===== config.mk =====
export PLATFORM = sky130hd
export DESIGN_NAME = fnv1a_32_hash_with_finalizer_core
export DESIGN_NICKNAME = d
export VERILOG_FILES = /design/src/rtl/fnvfm_pkg.sv /design/src/rtl/fnvfm_dp.sv /design/src/rtl/fnvfm_ctrl.sv /design/src/rtl/fnv1a_32_hash_with_finalizer_core.sv
export SDC_FILE = /design/constraint.sdc
export NUM_CORES = 1
export LEC_CHECK = 0
export BUFFER_PORTS_ARGS = -buffer_cell sky130_fd_sc_hd__buf_2
export CORE_UTILIZATION = 65
export CTS_CLUSTER_DIAMETER = 200
export DETAILED_ROUTE_END_ITERATION = 10
export PLACE_DENSITY = 0.85
export SYNTH_ARGS = -nofsm -noshare
export SYNTH_HDL_FRONTEND = slang
export SYNTH_HIERARCHICAL = 1
export SYNTH_SLANG_ARGS = --single-unit

===== constraint.sdc =====
create_clock -name clk -period 15.9 [get_ports clk]
set_input_delay 3.18 -clock clk [delete_from_list [all_inputs] [get_ports clk]]
set_output_delay 3.18 -clock clk [all_outputs]
set_load 0.02 [all_outputs]

===== src/rtl/fnvfm_pkg.sv =====
`timescale 1ns / 1ps
package fnvfm_pkg;

	localparam int unsigned HASH_W = 32;
	localparam int unsigned BYTE_W = 8;
	localparam int unsigned ADDR_W = 3;

	localparam logic [HASH_W-1:0] FNV_BASIS = 32'h811C_9DC5;
	localparam logic [HASH_W-1:0] FNV_PRIME = 32'h0100_0193;
	localparam logic [HASH_W-1:0] FMIX_MUL1 = 32'h85EB_CA6B;
	localparam logic [HASH_W-1:0] FMIX_MUL2 = 32'hC2B2_AE35;

	// register word index, taken from paddr[2]
	localparam logic REG_SEED = 1'b0;

	typedef enum logic [3:0] {
		ST_IDLE  = 4'b0001,
		ST_FMIX1 = 4'b0010,
		ST_FMIX2 = 4'b0100,
		ST_FINAL = 4'b1000
	} state_t;

	typedef enum logic [1:0] {
		SEL_ABSORB = 2'd0,
		SEL_SEED   = 2'd1,
		SEL_FMIX1  = 2'd2,
		SEL_FMIX2  = 2'd3
	} hash_sel_t;

	typedef struct packed {
		logic      load_hash;
		hash_sel_t sel;
		logic      use_seed;
		logic      load_out;
	} dp_cmd_t;

endpackage


===== src/rtl/fnvfm_dp.sv =====
`timescale 1ns / 1ps
module fnvfm_dp (
	input  logic                            clk,
	input  fnvfm_pkg::dp_cmd_t              cmd,
	input  logic [fnvfm_pkg::BYTE_W-1:0]    data_byte,
	input  logic [fnvfm_pkg::HASH_W-1:0]    seed_value,
	output logic [fnvfm_pkg::HASH_W-1:0]    hash_value
);
	import fnvfm_pkg::*;

	logic [HASH_W-1:0] hash_q;
	logic [HASH_W-1:0] out_q;
	logic [HASH_W-1:0] base;
	logic [HASH_W-1:0] mul_a;
	logic [HASH_W-1:0] mul_k;
	logic [HASH_W-1:0] prod;
	logic [HASH_W-1:0] hash_next;

	assign base = cmd.use_seed ? seed_value : hash_q;

	// one shared multiplier, operand and constant picked per step
	always_comb begin
		mul_a     = hash_q;
		mul_k     = FNV_PRIME;
		hash_next = hash_q;
		case (cmd.sel)
			SEL_ABSORB: begin
				mul_a = base ^ {{(HASH_W-BYTE_W){1'b0}}, data_byte};
				mul_k = FNV_PRIME;
			end
			SEL_FMIX1: begin
				mul_a = hash_q ^ (hash_q >> 16);
				mul_k = FMIX_MUL1;
			end
			SEL_FMIX2: begin
				mul_a = hash_q ^ (hash_q >> 13);
				mul_k = FMIX_MUL2;
			end
			default: begin
				mul_a = hash_q;
				mul_k = FNV_PRIME;
			end
		endcase
		prod = mul_a * mul_k;
		if (cmd.sel == SEL_SEED) begin
			hash_next = seed_value;
		end else begin
			hash_next = prod;
		end
	end

	always_ff @(posedge clk) begin
		if (cmd.load_hash) begin
			hash_q <= hash_next;
		end
		if (cmd.load_out) begin
			out_q <= hash_q ^ (hash_q >> 16);
		end
	end

	assign hash_value = out_q;

endmodule


===== src/rtl/fnvfm_ctrl.sv =====
`timescale 1ns / 1ps
module fnvfm_ctrl (
	input  logic               clk,
	input  logic               arst_n,
	input  logic               in_valid,
	output logic               in_ready,
	input  logic               last_byte,
	input  logic               empty_message,
	output logic               out_valid,
	input  logic               out_ready,
	output fnvfm_pkg::dp_cmd_t cmd
);
	import fnvfm_pkg::*;

	state_t state_q;
	state_t state_d;
	logic   in_msg_q;
	logic   out_valid_q;
	logic   in_fire;
	logic   slot_free;

	assign in_ready  = (state_q == ST_IDLE);
	assign in_fire   = in_valid && in_ready;
	assign slot_free = !out_valid_q || out_ready;
	assign out_valid = out_valid_q;

	always_comb begin
		state_d       = state_q;
		cmd.load_hash = 1'b0;
		cmd.sel       = SEL_ABSORB;
		cmd.use_seed  = !in_msg_q;
		cmd.load_out  = 1'b0;
		case (state_q)
			ST_IDLE: begin
				if (in_fire) begin
					cmd.load_hash = 1'b1;
					if (empty_message) begin
						cmd.sel = SEL_SEED;
						state_d = ST_FMIX1;
					end else if (last_byte) begin
						state_d = ST_FMIX1;
					end
				end
			end
			ST_FMIX1: begin
				cmd.load_hash = 1'b1;
				cmd.sel       = SEL_FMIX1;
				state_d       = ST_FMIX2;
			end
			ST_FMIX2: begin
				cmd.load_hash = 1'b1;
				cmd.sel       = SEL_FMIX2;
				state_d       = ST_FINAL;
			end
			ST_FINAL: begin
				// wait here while the previous result is still held
				if (slot_free) begin
					cmd.load_out = 1'b1;
					state_d      = ST_IDLE;
				end
			end
			default: begin
				state_d = ST_IDLE;
			end
		endcase
	end

	always_ff @(posedge clk or negedge arst_n) begin
		if (!arst_n) begin
			state_q     <= ST_IDLE;
			in_msg_q    <= 1'b0;
			out_valid_q <= 1'b0;
		end else begin
			state_q <= state_d;
			if (in_fire) begin
				in_msg_q <= !empty_message && !last_byte;
			end
			if (cmd.load_out) begin
				out_valid_q <= 1'b1;
			end else if (out_ready) begin
				out_valid_q <= 1'b0;
			end
		end
	end

`ifndef SYNTH
	a_load_needs_slot: assert property (@(posedge clk) disable iff (!arst_n)
		cmd.load_out |-> (!out_valid_q || out_ready))
		else $error("result loaded over an untaken beat");

	a_end_starts_fmix: assert property (@(posedge clk) disable iff (!arst_n)
		(in_fire && (last_byte || empty_message)) |=> (state_q == ST_FMIX1 && !in_msg_q))
		else $error("final beat did not start finalizer");

	a_mid_byte_stays: assert property (@(posedge clk) disable iff (!arst_n)
		(in_fire && !last_byte && !empty_message) |=> (state_q == ST_IDLE && in_msg_q))
		else $error("middle byte left idle or lost message flag");

	a_fmix_order: assert property (@(posedge clk) disable iff (!arst_n)
		(state_q == ST_FMIX1) |=> (state_q == ST_FMIX2))
		else $error("finalizer steps out of order");
`endif

endmodule


===== src/rtl/fnv1a_32_hash_with_finalizer_core.sv =====
`timescale 1ns / 1ps
// FNV-1a 32-bit hash with fmix32 finalizer, one message byte per beat. A byte
// that is not the last of its message is absorbed in the cycle it is taken, so
// such bytes stream at one per cycle. A last byte gets its FNV step as taken,
// an empty-message beat loads the seed; then the two fmix32 multiplies on one
// shared 32x32 multiplier and the final shift-xor into the output register
// run before the next beat is taken. The result sits in the output register,
// so the next message can start while a result waits; a second result waits
// in the final step until the first is taken. seed_value (byte address 0)
// resets to the FNV offset basis and is picked up at the start of each message.
module fnv1a_32_hash_with_finalizer_core (
	input  logic                            clk,
	input  logic                            arst_n,
	input  logic                            psel,
	input  logic                            penable,
	input  logic                            pwrite,
	input  logic [fnvfm_pkg::ADDR_W-1:0]    paddr,
	input  logic [31:0]                     pwdata,
	output logic [31:0]                     prdata,
	output logic                            pready,
	input  logic                            in_valid,
	output logic                            in_ready,
	input  logic [fnvfm_pkg::BYTE_W-1:0]    data_byte,
	input  logic                            last_byte,
	input  logic                            empty_message,
	output logic                            out_valid,
	input  logic                            out_ready,
	output logic [fnvfm_pkg::HASH_W-1:0]    hash_value
);
	import fnvfm_pkg::*;

	logic [HASH_W-1:0] seed_q;
	logic              cfg_wr;
	dp_cmd_t           cmd;

	assign pready = 1'b1;
	assign cfg_wr = psel && penable && pwrite && (paddr[2] == REG_SEED);
	assign prdata = (paddr[2] == REG_SEED) ? seed_q : 32'd0;

	always_ff @(posedge clk or negedge arst_n) begin
		if (!arst_n) begin
			seed_q <= FNV_BASIS;
		end else if (cfg_wr) begin
			seed_q <= pwdata;
		end
	end

	fnvfm_ctrl u_ctrl (
		.clk           (clk),
		.arst_n        (arst_n),
		.in_valid      (in_valid),
		.in_ready      (in_ready),
		.last_byte     (last_byte),
		.empty_message (empty_message),
		.out_valid     (out_valid),
		.out_ready     (out_ready),
		.cmd           (cmd)
	);

	fnvfm_dp u_dp (
		.clk        (clk),
		.cmd        (cmd),
		.data_byte  (data_byte),
		.seed_value (seed_q),
		.hash_value (hash_value)
	);

endmodule

== Word-level counts from Yosys, hierarchy flattened ==
Index checks and enable logic that the tools add are counted.

* Register bits: 102
* Bits in latches: 0
* Bits in writable memories: 0
* Memory bits (read-only): 0
* Output and inout port bits: 67
* Logic and storage cells: 50
* Memories: 0

* Add/subtract/negate cells: 0
* Multiply operators: 1
* Div/mod/pow operators: 0
* Order comparisons: 0
* Equal/unequal tests: 10
* Shift operators: 0
* Mux-type cells: 17
* Bitwise operators: 4
* Reductions and logical operators: 12

{| class="wikitable"
|+ Operators with widths
! operator !! number
|-
| 32-bit two-way mux || 3
|-
| 32-bit case mux with 3 select lines || 1
|-
| 32-bit case mux with 2 select lines || 1
|-
| 32-bit by 32-bit multiplier with 32-bit output || 1
|-
| 32-bit by 16-bit bitwise XOR with 32-bit output || 1
|-
| 32-bit by 19-bit bitwise XOR with 32-bit output || 1
|-
| 32-bit by 8-bit bitwise XOR with 32-bit output || 1
|-
| 4-bit two-way mux || 4
|-
| 4-bit case mux with 4 select lines || 1
|-
| 3-bit case mux with 3 select lines || 1
|-
| 1-bit logical AND || 5
|-
| 1-bit two-way mux || 5
|-
| 2-bit == test, second input constant || 2
|-
| 4-bit by 1-bit == test with 1-bit output, second input constant || 1
|-
| 4-bit by 2-bit == test with 1-bit output, second input constant || 1
|-
| 4-bit by 3-bit == test with 1-bit output, second input constant || 1
|-
| 4-bit == test, second input constant || 1
|-
| 1-bit logical NOT || 3
|-
| 3-bit two-way mux || 1
|-
| 3-bit != test, second input constant || 1
|-
| 3-bit AND reduction || 1
|-
| 2-bit by 1-bit == test with 1-bit output, second input constant || 1
|-
| 2-bit logical NOT || 1
|-
| 2-bit by 1-bit != test with 1-bit output, second input constant || 1
|-
| 4 further kinds || 4
|}

== Longest topological paths before layout ==
Gate-level depths: netlist of run 1.

* Depth after elaboration: 8
* Depth in mapped cells: 38
* Mapped depth without buffers: 35

== Hierarchy ==
Netlist of run 1, hierarchy kept.

{| class="wikitable"
|+ By module, submodules not included
! module !! instances !! cells an instance !! area each (um^2)
|-
| fnvfm_dp || 1 || 1,734 || 16,726.0
|-
| fnv1a_32_hash_with_finalizer_core || 1 || 105 || 1,571.5
|-
| fnvfm_ctrl || 1 || 32 || 325.3
|}

== Worst setup path before layout of run 1 ==
No wires, ideal clock.

* Kind: input to register
* Start point: input in_valid
* End point: register u_dp.hash_q[30] (data pin)
* Setup time: 135 ps
* Arrival: 11,212 ps
* Slack: 4,553 ps
* Cell stages on the path: 38
* Path through: nand2_1 -> a2bb2oi_1 -> nor3_1 -> buf_2 -> nor2b_1 -> clkbuf_1 -> nand2_1 -> nand2_1 -> inv_1 -> a21oi_1 -> o22ai_1 -> inv_1 -> nand2_1 -> fa_1 -> inv_1 -> fa_1 -> fa_1 -> inv_1 -> [... 2 more ...] -> fa_1 -> inv_1 -> fa_1 -> inv_1 -> fa_1 -> fa_1 -> ha_1 -> clkbuf_1 -> a21o_1 -> a21o_1 -> a21oi_1 -> o21ai_0 -> a221oi_1 -> o311ai_0 -> a21oi_1 -> o21ai_0 -> or3_1 -> nand3_1

{| class="wikitable"
|+ RTL lines
! what !! RTL line !! RTL
|-
| start, declared || fnv1a_32_hash_with_finalizer_core.sv:21 || <nowiki>input logic in_valid,</nowiki>
|-
| end signal, assigned || fnvfm_dp.sv:54 || <nowiki>hash_q <= hash_next;</nowiki>
|-
| end, declared || fnvfm_dp.sv:11 || <nowiki>logic [HASH_W-1:0] hash_q;</nowiki>
|}

==> run metrics, run 1 <==
status finished clean; crit end category flip-flop; Netlist cell types 65; via count 14207; worst skew pair latency 0.39 ns; Post-Syn Nets 2431; WL final 58200 um; core area 28000 um2; postcts setup bufs 0; Critical Path RT 16.16 ns; Yosys top cell by area fa_1; initial core utilization 66.5%; Peak Freq ~74 MHz; Hold-fix buffers, CTS 0; vias per cell between 6 and 7; hold_sp u_ctrl/in_msg_q$_DFFE_PN0P_; #FFs+latches synth 102; final hold viol count 0; asr flop ratio synth between 30 and 40%; dpl hpwl 47500 um; 1st-iter DRT viols 1823; area fraction of the dominant cell type after synthesis 36.8%; row count 61; Synth Flop Type edfxtp_1; number of top-level pins 119; Worst-Margin Slew around 1.1 ns; CP dominant cell by count fa_1; clock skew after layout 0.0219 ns; Synth Area per Inst around 10 um2; maxcap violations 0; startpoint types input pin; mapped cell area 18600 um2; Worst path slowest cell o21ai_0; largest net degree at the start of global routing 69; Root Driver clkbuf_16; vias in the first global route 14907; RSZ-0062 raised after global routing no; post-route design area 19900 um2; Area Growth Syn to Fin 6.89%; Synth area leaders fa_1 (37%), ha_1 (11%), edfxtp_1 (10%); Fill cells 2101; die footprint 29300 um2; Max Transition Viols Final 0; Congestion Overflow GR 0; CTS tree done; Critical Path Fanout Max 35; Crit Path Category in -> reg; sequential area share after synthesis 15.5%; EDFF count, synth 64; Synth Warn # 6; fin crit share 84.9%; H-tree levels 3; DRT Pass-1 Iters 7; drt drc 0; Num CTS Buffers 9; Setup Viol. Count Final 0; die span in x 171 um; CP Launch Point in_valid; Total GRT Usage between 40% and 50%; # clock sinks just over 100; launch point of the worst reg-to-reg path u_ctrl/state_q[1]$_DFFE_PN0P_; Post-layout nets 2512; Syn Inst Count 1871; Area after DPL 19600 um2; global-route wire length before repair 88000 um; arrival time of the worst setup path 13.77 ns; antenna viol nets, final 0; port bufs 115; routability cong. 1.04; min cycle time layout approximately 14 ns; Longest Clk Path Bufs 2; DIE HEIGHT 171 um; drt wl/cell 24.9 um; slowest cell delay on critical path 0.92 ns; layout cells sized above 1 11.6%; initial antenna violation count 1; relative slew slack roughly a quarter; post-cts sizing count 0; HP Class reg -> reg; sum of negative setup slack 0 ns; Clock transition at path regs 0.10 ns
routing by layer:
layer  GRT usage [%]  wire [um]  part of all wire [%]
met3            11.0       7450                    13
met4            21.7       3560                   6.1
met5            1.04          0                     0
met2            66.0      26400                    45
met1            54.8      20800                    36
registers in the layout, indices dropped and copies added (netlist names):
signal            count
u_ctrl/in_msg_q       1
seed_q               32
u_ctrl/state_q        4
u_ctrl/out_valid      1
u_dp/hash_q          32
u_dp/hash_value      32
layout by cell type (no fill, tap or decap), drive strengths merged, types with 8 or more instances in the layout:
| cell | count |
|---|---|
| edfxtp | 64 |
| a21o | 31 |
| and2 | 29 |
| nand2b | 12 |
| o22ai | 11 |
| nand2 | 102 |
| or2 | 15 |
| inv | 437 |
| xor2 | 51 |
| clkbuf | 9 |
| a21oi | 68 |
| buf | 135 |
| nand3 | 15 |
| mux2i | 27 |
| ha | 166 |
| xnor2 | 78 |
| dfstp | 15 |
| dfrtp | 23 |
| fa | 342 |
| nor3 | 8 |
| nor2 | 137 |
| mux2 | 36 |
| nor2b | 37 |
| o21ai | 48 |
worst paths after layout:
path | endpoint | slack, ns | depth (start not counted)
max | u_dp/hash_q[30]$_DFFE_PP_ | 2.39 | 33
min | u_ctrl/in_msg_q$_DFFE_PN0P_ | 0.51 | 1
max reg2reg | u_dp/hash_q[30]$_DFFE_PP_ | 4.55 | 31
min in group asynchronous | seed_q[30]$_DFFE_PN0P_ | 2.87 | 1
min reg2reg | u_ctrl/in_msg_q$_DFFE_PN0P_ | 0.51 | 1
max in group asynchronous | seed_q[3]$_DFFE_PN0P_ | 12.48 | 1
cell type report:
| class | instances | area (um2) | area share (%) |
|---|---|---|---|
| multi-input combinational | 1271 | 13900 | 69.6 |
| sequential | 102 | 2890 | 14.5 |
| inverter | 433 | 1630 | 8.17 |
| timing repair buffer | 135 | 726 | 3.65 |
| tap | 378 | 473 | 2.38 |
| clock buffer | 9 | 225 | 1.13 |
| clock inverter | 7 | 101 | 0.509 |
| antenna | 1 | 2.50 | 0.0126 |
worst max-delay path: cells and delay by family:
family                     cells  cell delay (ns)
buffers and inverters          6             1.33
adders and majority gates      9             4.60
AOI/OAI and AO/OA             12             3.42
and+or+nand+nor                6             1.19
cell usage after synthesis, types with 4 or more instances:
library cell,number
mux2_4,30
nor2b_1,37
and3_1,7
mux2i_1,27
inv_1,431
nor2_1,136
a21o_1,31
ha_1,166
nor3_1,6
o21ai_0,47
xor2_1,51
nand2b_1,12
dfrtp_1,23
dfstp_2,15
clkbuf_1,51
mux2_2,5
or2_2,14
o221ai_1,4
o22ai_1,11
edfxtp_1,64
a31oi_1,4
xnor2_1,78
and2_1,29
nand2_1,102
a21oi_1,68
nand3_1,15
fa_1,342
buf_1,7
kinds of logic (layout without fill, tap and decap cells):
group,Yosys count,after routing,share of synthesized area (%)
buffers and inverters,498,584,10.2
flip-flops,102,102,15.5
AND/OR/NAND/NOR,375,375,9.53
other,2,3,0.0403
multiplexers,63,63,4.23
AO/OA/AOI/OAI,193,193,6.36
XOR/XNOR,130,130,6.19
adder cells (fa/ha/maj),508,508,47.9
metrics by stage:
stage	hold slack, ns	std cells	util [%]	worst slack, ns
floorplan	0.424	1871	-	4.55
global placement	0.473	2319	69.9	2.69
detailed placement	0.494	2319	69.9	2.51
CTS	0.513	2335	71.1	2.88
global route	0.552	2335	71.1	2.07
finish	0.513	2336	71.1	2.39
Power of run 1 is not shown: default switching activity piles up to over one toggle a cycle in this logic, so the estimate is an artifact.
==> run 2, diff against run 1 <==
ABC_AREA = 1   (was default)
CORE_UTILIZATION = 58   (was 65)
PLACE_DENSITY = 0.8   (was 0.85)
clock period = 10.85 ns   (was 15.9 ns; I/O delays follow)
==> run 2 against run 1 <==
Routed wire length is 7.6% higher. Cell count up 25%. Sequential share of layout area is 0.87 points lower. Design area grew 6.3%. Critical path depth fell by 1. Die area grew 17%. Non-clock buffer count increased by 56. Area after synthesis grew 4.4%. Sequential cell count unchanged.
==> run metrics, run 2 <==
Post-synth top cells inv_1 (598), nand2_1 (444), fa_1 (342); sum of negative setup slack 0 ns (unchanged); HP Class reg -> reg; met2 GRT Util 61.8% (-4.2 points); maxcap violations 0 (unchanged); via count 16092 (+13%); layout cells sized above 1 12.1% (+0.52 points); vias per cell 5.53 (-9.0%); min cycle time layout around 10 ns; core area 32800 um2 (+17%); sequential area share after synthesis 14.9% (-0.65 points); number of top-level pins 119 (unchanged); routing usage on met1 50.2% (-4.6 points); Synth Warn # 6 (unchanged); r2r setup slk 1.74 ns (-2.81 ns); largest net degree at the start of global routing 41 (-41%); slowest cell delay on critical path 0.69 ns (-0.23 ns); Max Transition Viols Final 0 (unchanged); H-tree levels 3 (unchanged); most frequent cells in the layout inv_1 (598), nand2_1 (443), fa_1 (342), nor2_1 (182), ha_1 (166); Peak Freq between 90 and 100 MHz; Congestion Overflow GR 0 (unchanged); asr flop ratio synth 37.3% (unchanged); initial core utilization 59.3% (-7.2 points); Fill cells 2794 (+33%); initial antenna violation count 0 (-1); worst skew pair latency 0.37 ns (-0.02 ns); 1st-iter DRT viols 1765 (-3.2%); # clock sinks 102 (unchanged); multi-input logic area 13900 um2 (+0.50%); die footprint 34300 um2 (+17%); row count 66 (+8.2%); port bufs 115 (unchanged); final worst slack 0.430 ns (-1.96 ns); Syn Inst Count 2315 (+24%); count leader, synth inv_1; hold_sp seed_q[2]$_DFFE_PN1P_; met3 usage 10.1% (-0.93 points); DRT Pass-1 Iters 5 (-2); Critical Path Fanout Max 29 (-17%); Longest Clk Path Bufs 2 (unchanged); CTS tree done; dpl hpwl 54500 um (+15%); Hold-fix buffers, CTS 0 (unchanged); RSZ-0062 raised after global routing no; area fraction of the dominant cell type after synthesis 35.2% (-1.5 points); Synth area leaders fa_1 (35%), inv_1 (12%), ha_1 (11%); Top Usage Layer GRT met2; drt wl/cell 21.5 um (-14%); #FFs+latches synth 102 (unchanged); Yosys top cell by area fa_1; relative slew slack 21.8% (-1.7 points); mapped cell area 19400 um2 (+4.4%); Area Growth Syn to Fin 8.88%; drt drc 0 (unchanged); WL final 62600 um (+7.6%); status finished clean; Setup Viol. Count Final 0 (unchanged); clock skew after layout 0.0136 ns (-0.00826 ns); final hold viol count 0 (unchanged); Antenna diodes 0 (-1); Crit Path Category in -> reg; launch point of the worst reg-to-reg path u_ctrl/state_q[0]$_DFFE_PN1P_; Clock transition at path regs 0.07 ns (-0.03 ns); Hold Crit Depth 2 (+1); Root Driver clkbuf_16; commonest non-fill, non-tap cell in the layout inv_1; Total GRT Usage 39.2% (-3.2 points); Largest delay share family, worst path adder cells; Post-Syn Nets 2875 (+18%); vias in the first global route 16829 (+13%); Netlist cell types 54 (-17%); Post-layout nets 3022 (+20%); startpoint types input pin; Num CTS Buffers 9 (unchanged); routability cong. 1.07 (+2.9%); Worst-Margin Slew 1.17 ns (+0.0352 ns); Reg area 2890 um2 (unchanged); antenna viol nets, final 0 (unchanged); EDFF count, synth 64 (unchanged); buffer and inverter count on the worst path 11 (+5); post-cts sizing count 0 (unchanged); crit end category flip-flop; Critical Path RT 10.96 ns (-5.20 ns); arrival time of the worst setup path 10.53 ns (-3.24 ns); Register-to-Register Path Depth 31 (unchanged); Setup WS pre-CTS 0.302 ns (-2.21 ns); fin crit share 96.0%; CP dominant cell by count fa_1; Synth Area per Inst 8.40 um2 (-16%); postcts setup bufs 0 (unchanged); hold endpoint seed_q[2]$_DFFE_PN1P_; die span in x 185 um (+8.1%); Synth Flop Type edfxtp_1; DIE HEIGHT 185 um (+8.1%); RR Endpoint u_dp/hash_q[30]$_DFFE_PP_; Worst path slowest cell fa_1; global-route wire length before repair 96500 um (+9.6%)
run 2: cell types whose count changed in the layout (fill, tap and decap cells not counted), moves of 19 or more:
cell	delta
xnor2_1	-67
nand2_1	+341
and2_1	-26
mux2_4	-30
nor2b_1	-36
a21oi_1	-20
xor2_1	-19
buf_4	+55
a21o_1	-21
o21ai_0	+20
nor2_1	+48
mux2i_1	-26
nand3_1	+91
inv_1	+167
run 2: cell families (layout without fill, tap and decap cells):
| logic type | count (synthesis) | after routing | synth area share [%] |
|---|---|---|---|
| other | 2 | 2 | 0.0386 |
| multiplexers | 1 | 1 | 0.0515 |
| buffers and inverters | 665 | 817 | 13.5 |
| AO/OA/AOI/OAI | 174 | 174 | 5.14 |
| XOR/XNOR | 43 | 43 | 1.94 |
| flip-flops | 102 | 102 | 14.9 |
| adder cells (fa/ha/maj) | 508 | 508 | 45.9 |
| AND/OR/NAND/NOR | 820 | 820 | 18.5 |
run 2: area by class of cell:
class | count | area share, %
repair buffers | 191 | 5.47
clock inverters | 7 | 0.526
clock buffers | 9 | 1.06
flip-flops and latches | 102 | 13.7
inverters | 610 | 10.9
well taps | 442 | 2.61
multi-input cells | 1548 | 65.8
run 2: layer usage:
metal	share of wire, %	vias to the layer above
met5	0	-
met4	5.4	0
met3	12	188
met2	45	996
met1	38	7703
li1	-	7205
run 2: tightest hold or removal path: cells and delay by family, from the launching register on:
family,cells,cell delay [ns]
flip-flops,1,0.38
AND/OR/NAND/NOR,2,0.11
run 2: worst max-delay path by stage:
stage          slack, ns                        end  startpoint  cells after the start
6_report            0.43  u_dp/hash_q[30]$_DFFE_PP_    in_valid                     32
5_1_grt              0.1  u_dp/hash_q[28]$_DFFE_PP_    in_valid                     36
4_1_cts             0.66  u_dp/hash_q[27]$_DFFE_PP_    in_valid                     36
3_5_place_dp        0.30  u_dp/hash_q[28]$_DFFE_PP_    in_valid                     33
3_3_place_gp        0.33  u_dp/hash_q[27]$_DFFE_PP_    in_valid                     36
2_1_floorplan       1.18  u_dp/hash_q[29]$_DFFE_PP_    in_valid                     33
run 2: through the flow:
stage               cell area (um2)  hold slack (ns)  utilization [%]  std cells
finish                        21200            0.483             64.6       2909
CTS                           21200            0.484             64.6       2909
floorplan                     19400            0.421                -       2315
detailed placement            20800            0.474             63.5       2893
global route                  21200            0.494             64.6       2909
global placement              20800            0.463             63.5       2893
Power of run 2 is left out for the same reason.
==> run 3, diff against run 2 <==
CORE_UTILIZATION = 65   (was 58)
PLACE_DENSITY = 0.85   (was 0.8)
SYNTH_HIERARCHICAL = default   (was 1)
clock period = 13.45 ns   (was 10.85 ns; I/O delays follow)
==> run 3 against run 2 <==
Sequential cell count is the same. Hold slack gained 0.034 ns. Clock-buffer cell count is the same. Worst setup slack gained 1.6 ns. Via count shrank 7.4%. Sequential share of layout area grew 0.69 points. Clock skew grew 0.0083 ns. Critical path depth shrank 2. Global-route usage grew 2.7 points. Non-clock buffer count shrank 63. Cell count shrank 11%. First-iteration DRC count shrank 5.0%. Critical path type unchanged.
==> run metrics, run 3 <==
final hold viol count 0 (unchanged); Hold Crit Depth 2 (unchanged); final core occ 70.4% (+5.8 points); Register-to-Register Path Depth 33 (+6.5%); H-tree levels 3 (unchanged); DIE HEIGHT 172 um (-6.8%); number of top-level pins 119 (unchanged); RR Endpoint u_dp.hash_q[25]$_DFFE_PP_; maxcap violations 0 (unchanged); HP Class reg -> reg; CP dominant cell by count fa_1; Fill cells 2186 (-22%); Clock transition at path regs 0.09 ns (+0.02 ns); WL final 58100 um (-7.3%); commonest non-fill, non-tap cell in the layout inv_1; count leader, synth inv_1; postcts setup bufs 0 (unchanged); global-route wire length before repair 87900 um (-8.9%); 1st-iter DRT viols 1676 (-5.0%); core area 28600 um2 (-13%); Congestion Overflow GR 0 (unchanged); launch point of the worst reg-to-reg path u_ctrl.state_q[1]$_DFFE_PN0P_; initial antenna violation count 1 (+1); hold endpoint seed_q[20]$_DFFE_PN1P_; slowest cell delay on critical path 0.98 ns (+0.29 ns); most frequent cells in the layout inv_1 (616), fa_1 (363), nand2_1 (249), nor2_1 (192), ha_1 (159); Setup WS pre-CTS 1.94 ns (+1.64 ns); drt drc 0 (unchanged); via count 14895 (-7.4%); relative slew slack 13.7% (-8.1 points); Num CTS Buffers 9 (unchanged); hold_sp seed_q[20]$_DFFE_PN1P_; Setup Viol. Count Final 0 (unchanged); sequential area share after synthesis 15.3% (+0.44 points); initial core utilization 66.0% (+6.7 points); r2r setup slk 3.43 ns (+1.69 ns); antenna viol nets, final 0 (unchanged); Largest delay share family, worst path adder cells; Worst-Margin Slew 1.28 ns (+0.111 ns); DRT Pass-1 Iters 8 (+3); Synth Warn # 0 (-6); Post-synth top cells inv_1 (616), fa_1 (363), nand2_1 (249); clock skew after layout 0.0220 ns (+0.00832 ns); #FFs+latches synth 102 (unchanged); asr flop ratio synth 37.3% (unchanged); status finished clean; Critical Path Fanout Max 41 (+41%); dpl hpwl 48800 um (-11%); worst skew pair latency 0.38 ns (about the same); final worst slack 2.02 ns (+1.59 ns); sum of negative setup slack 0 ns (unchanged); layout cells sized above 1 9.69% (-2.4 points); Hold-fix buffers, CTS 0 (unchanged); Area Growth Syn to Fin 6.70%; Longest Clk Path Bufs 2 (unchanged); min cycle time layout 11.43 ns; Root Driver clkbuf_16; CTS tree done; Syn Inst Count 2110 (-8.9%); Max Transition Viols Final 0 (unchanged); Worst path slowest cell o21ai_0; crit end category flip-flop; vias per cell 5.74 (+3.8%); Synth Area per Inst 8.95 um2 (+6.6%); Total GRT Usage 41.8% (+2.7 points); area fraction of the dominant cell type after synthesis 38.5% (+3.3 points); Peak Freq 87.5 MHz; Post-layout nets 2778 (-8.1%); die span in x 172 um (-6.8%); Synth area leaders fa_1 (38%), inv_1 (12%), ha_1 (11%); vias in the first global route 15308 (-9.0%); Crit Path Category in -> reg; startpoint types input pin; fin crit share 85.0%; Yosys top cell by area fa_1; Post-Syn Nets 2684 (-6.6%); largest net degree at the start of global routing 65 (+59%); Synth Flop Type edfxtp_1; row count 62 (-6.1%); RSZ-0062 raised after global routing no; die footprint 29700 um2 (-13%); arrival time of the worst setup path 11.56 ns (+1.03 ns); # clock sinks 102 (unchanged); Critical Path RT 13.58 ns (+2.62 ns); port bufs 115 (unchanged); routability cong. 1.01 (-6.0%); EDFF count, synth 64 (unchanged); buffer and inverter count on the worst path 6 (-5); post-cts sizing count 0 (unchanged); drt wl/cell 22.4 um (+4.0%); Netlist cell types 54 (unchanged); mapped cell area 18900 um2 (-2.9%)
-- run 3: cell types whose count changed after synthesis, sizes merged, moves of 10 or more --
cell   previous run  this run
inv             610       622
a21oi            48        75
xor2             32        42
xnor2            11        34
nand2           465       257
nand3           116        42
buf              35        18
fa              342       363
-- run 3: cell type report --
| type | count | area [um2] | area share, % |
|---|---|---|---|
| flip-flops and latches | 102 | 2890 | 14.3 |
| repair buffers | 128 | 673 | 3.34 |
| well taps | 384 | 480 | 2.38 |
| diodes | 1 | 2.50 | 0.0124 |
| clock buffers | 9 | 225 | 1.12 |
| clock inverters | 7 | 96.3 | 0.478 |
| inverters | 622 | 2340 | 11.6 |
| multi-input cells | 1341 | 13400 | 66.7 |
-- run 3: worst max path at each step --
stage / startpoint / to / slack (ns) / depth (start not counted)
final: in_valid / u_dp.hash_q[25]$_DFFE_PP_ / 2.02 / 30
after global routing: in_valid / u_dp.hash_q[27]$_DFFE_PP_ / 1.62 / 30
after CTS: in_valid / u_dp.hash_q[25]$_DFFE_PP_ / 2.32 / 30
after detailed placement: in_valid / u_dp.hash_q[25]$_DFFE_PP_ / 1.94 / 30
after global placement: in_valid / u_dp.hash_q[30]$_DFFE_PP_ / 2.12 / 35
after floorplan: in_valid / u_dp.hash_q[26]$_DFFE_PP_ / 3.61 / 35
-- run 3: cell families after synthesis --
group | share of synthesized area (%)
AOI/OAI and AO/OA | 5.93
xor gates and xnor gates | 3.56
adders and majority gates | 49.0
buffers and inverters | 13.6
DFF | 15.3
other | 0.0398
and+or+nand+nor | 12.6
-- run 3: metrics by stage --
step           cells  instance area (um2)  hold WS, ns
2_1_floorplan   2110                18900        0.424
3_3_place_gp    2577                19800        0.498
3_5_place_dp    2577                19800        0.504
4_1_cts         2593                20100        0.518
5_1_grt         2594                20200        0.543
6_report        2594                20200        0.517
-- run 3: worst reg2reg max path: cells and delay by family (launching register included) --
| kind | cells | cell delay (ns) |
|---|---|---|
| adders and majority gates | 9 | 3.75 |
| xor gates and xnor gates | 1 | 0.15 |
| and+or+nand+nor | 9 | 3.00 |
| AOI/OAI and AO/OA | 9 | 2.13 |
| DFF | 1 | 0.45 |
| buffers and inverters | 5 | 0.31 |
-- run 3: routing by layer --
layer / global-route usage (%) / vias to the layer above / share of wire [%]
met5: 0 / - / 0
met4: 21.2 / 0 / 6.2
met3: 12.2 / 256 / 12
met2: 65.0 / 1004 / 45
met1: 53.4 / 7227 / 37
li1: - / 6408 / -
Power of run 3 is left out for the same reason.
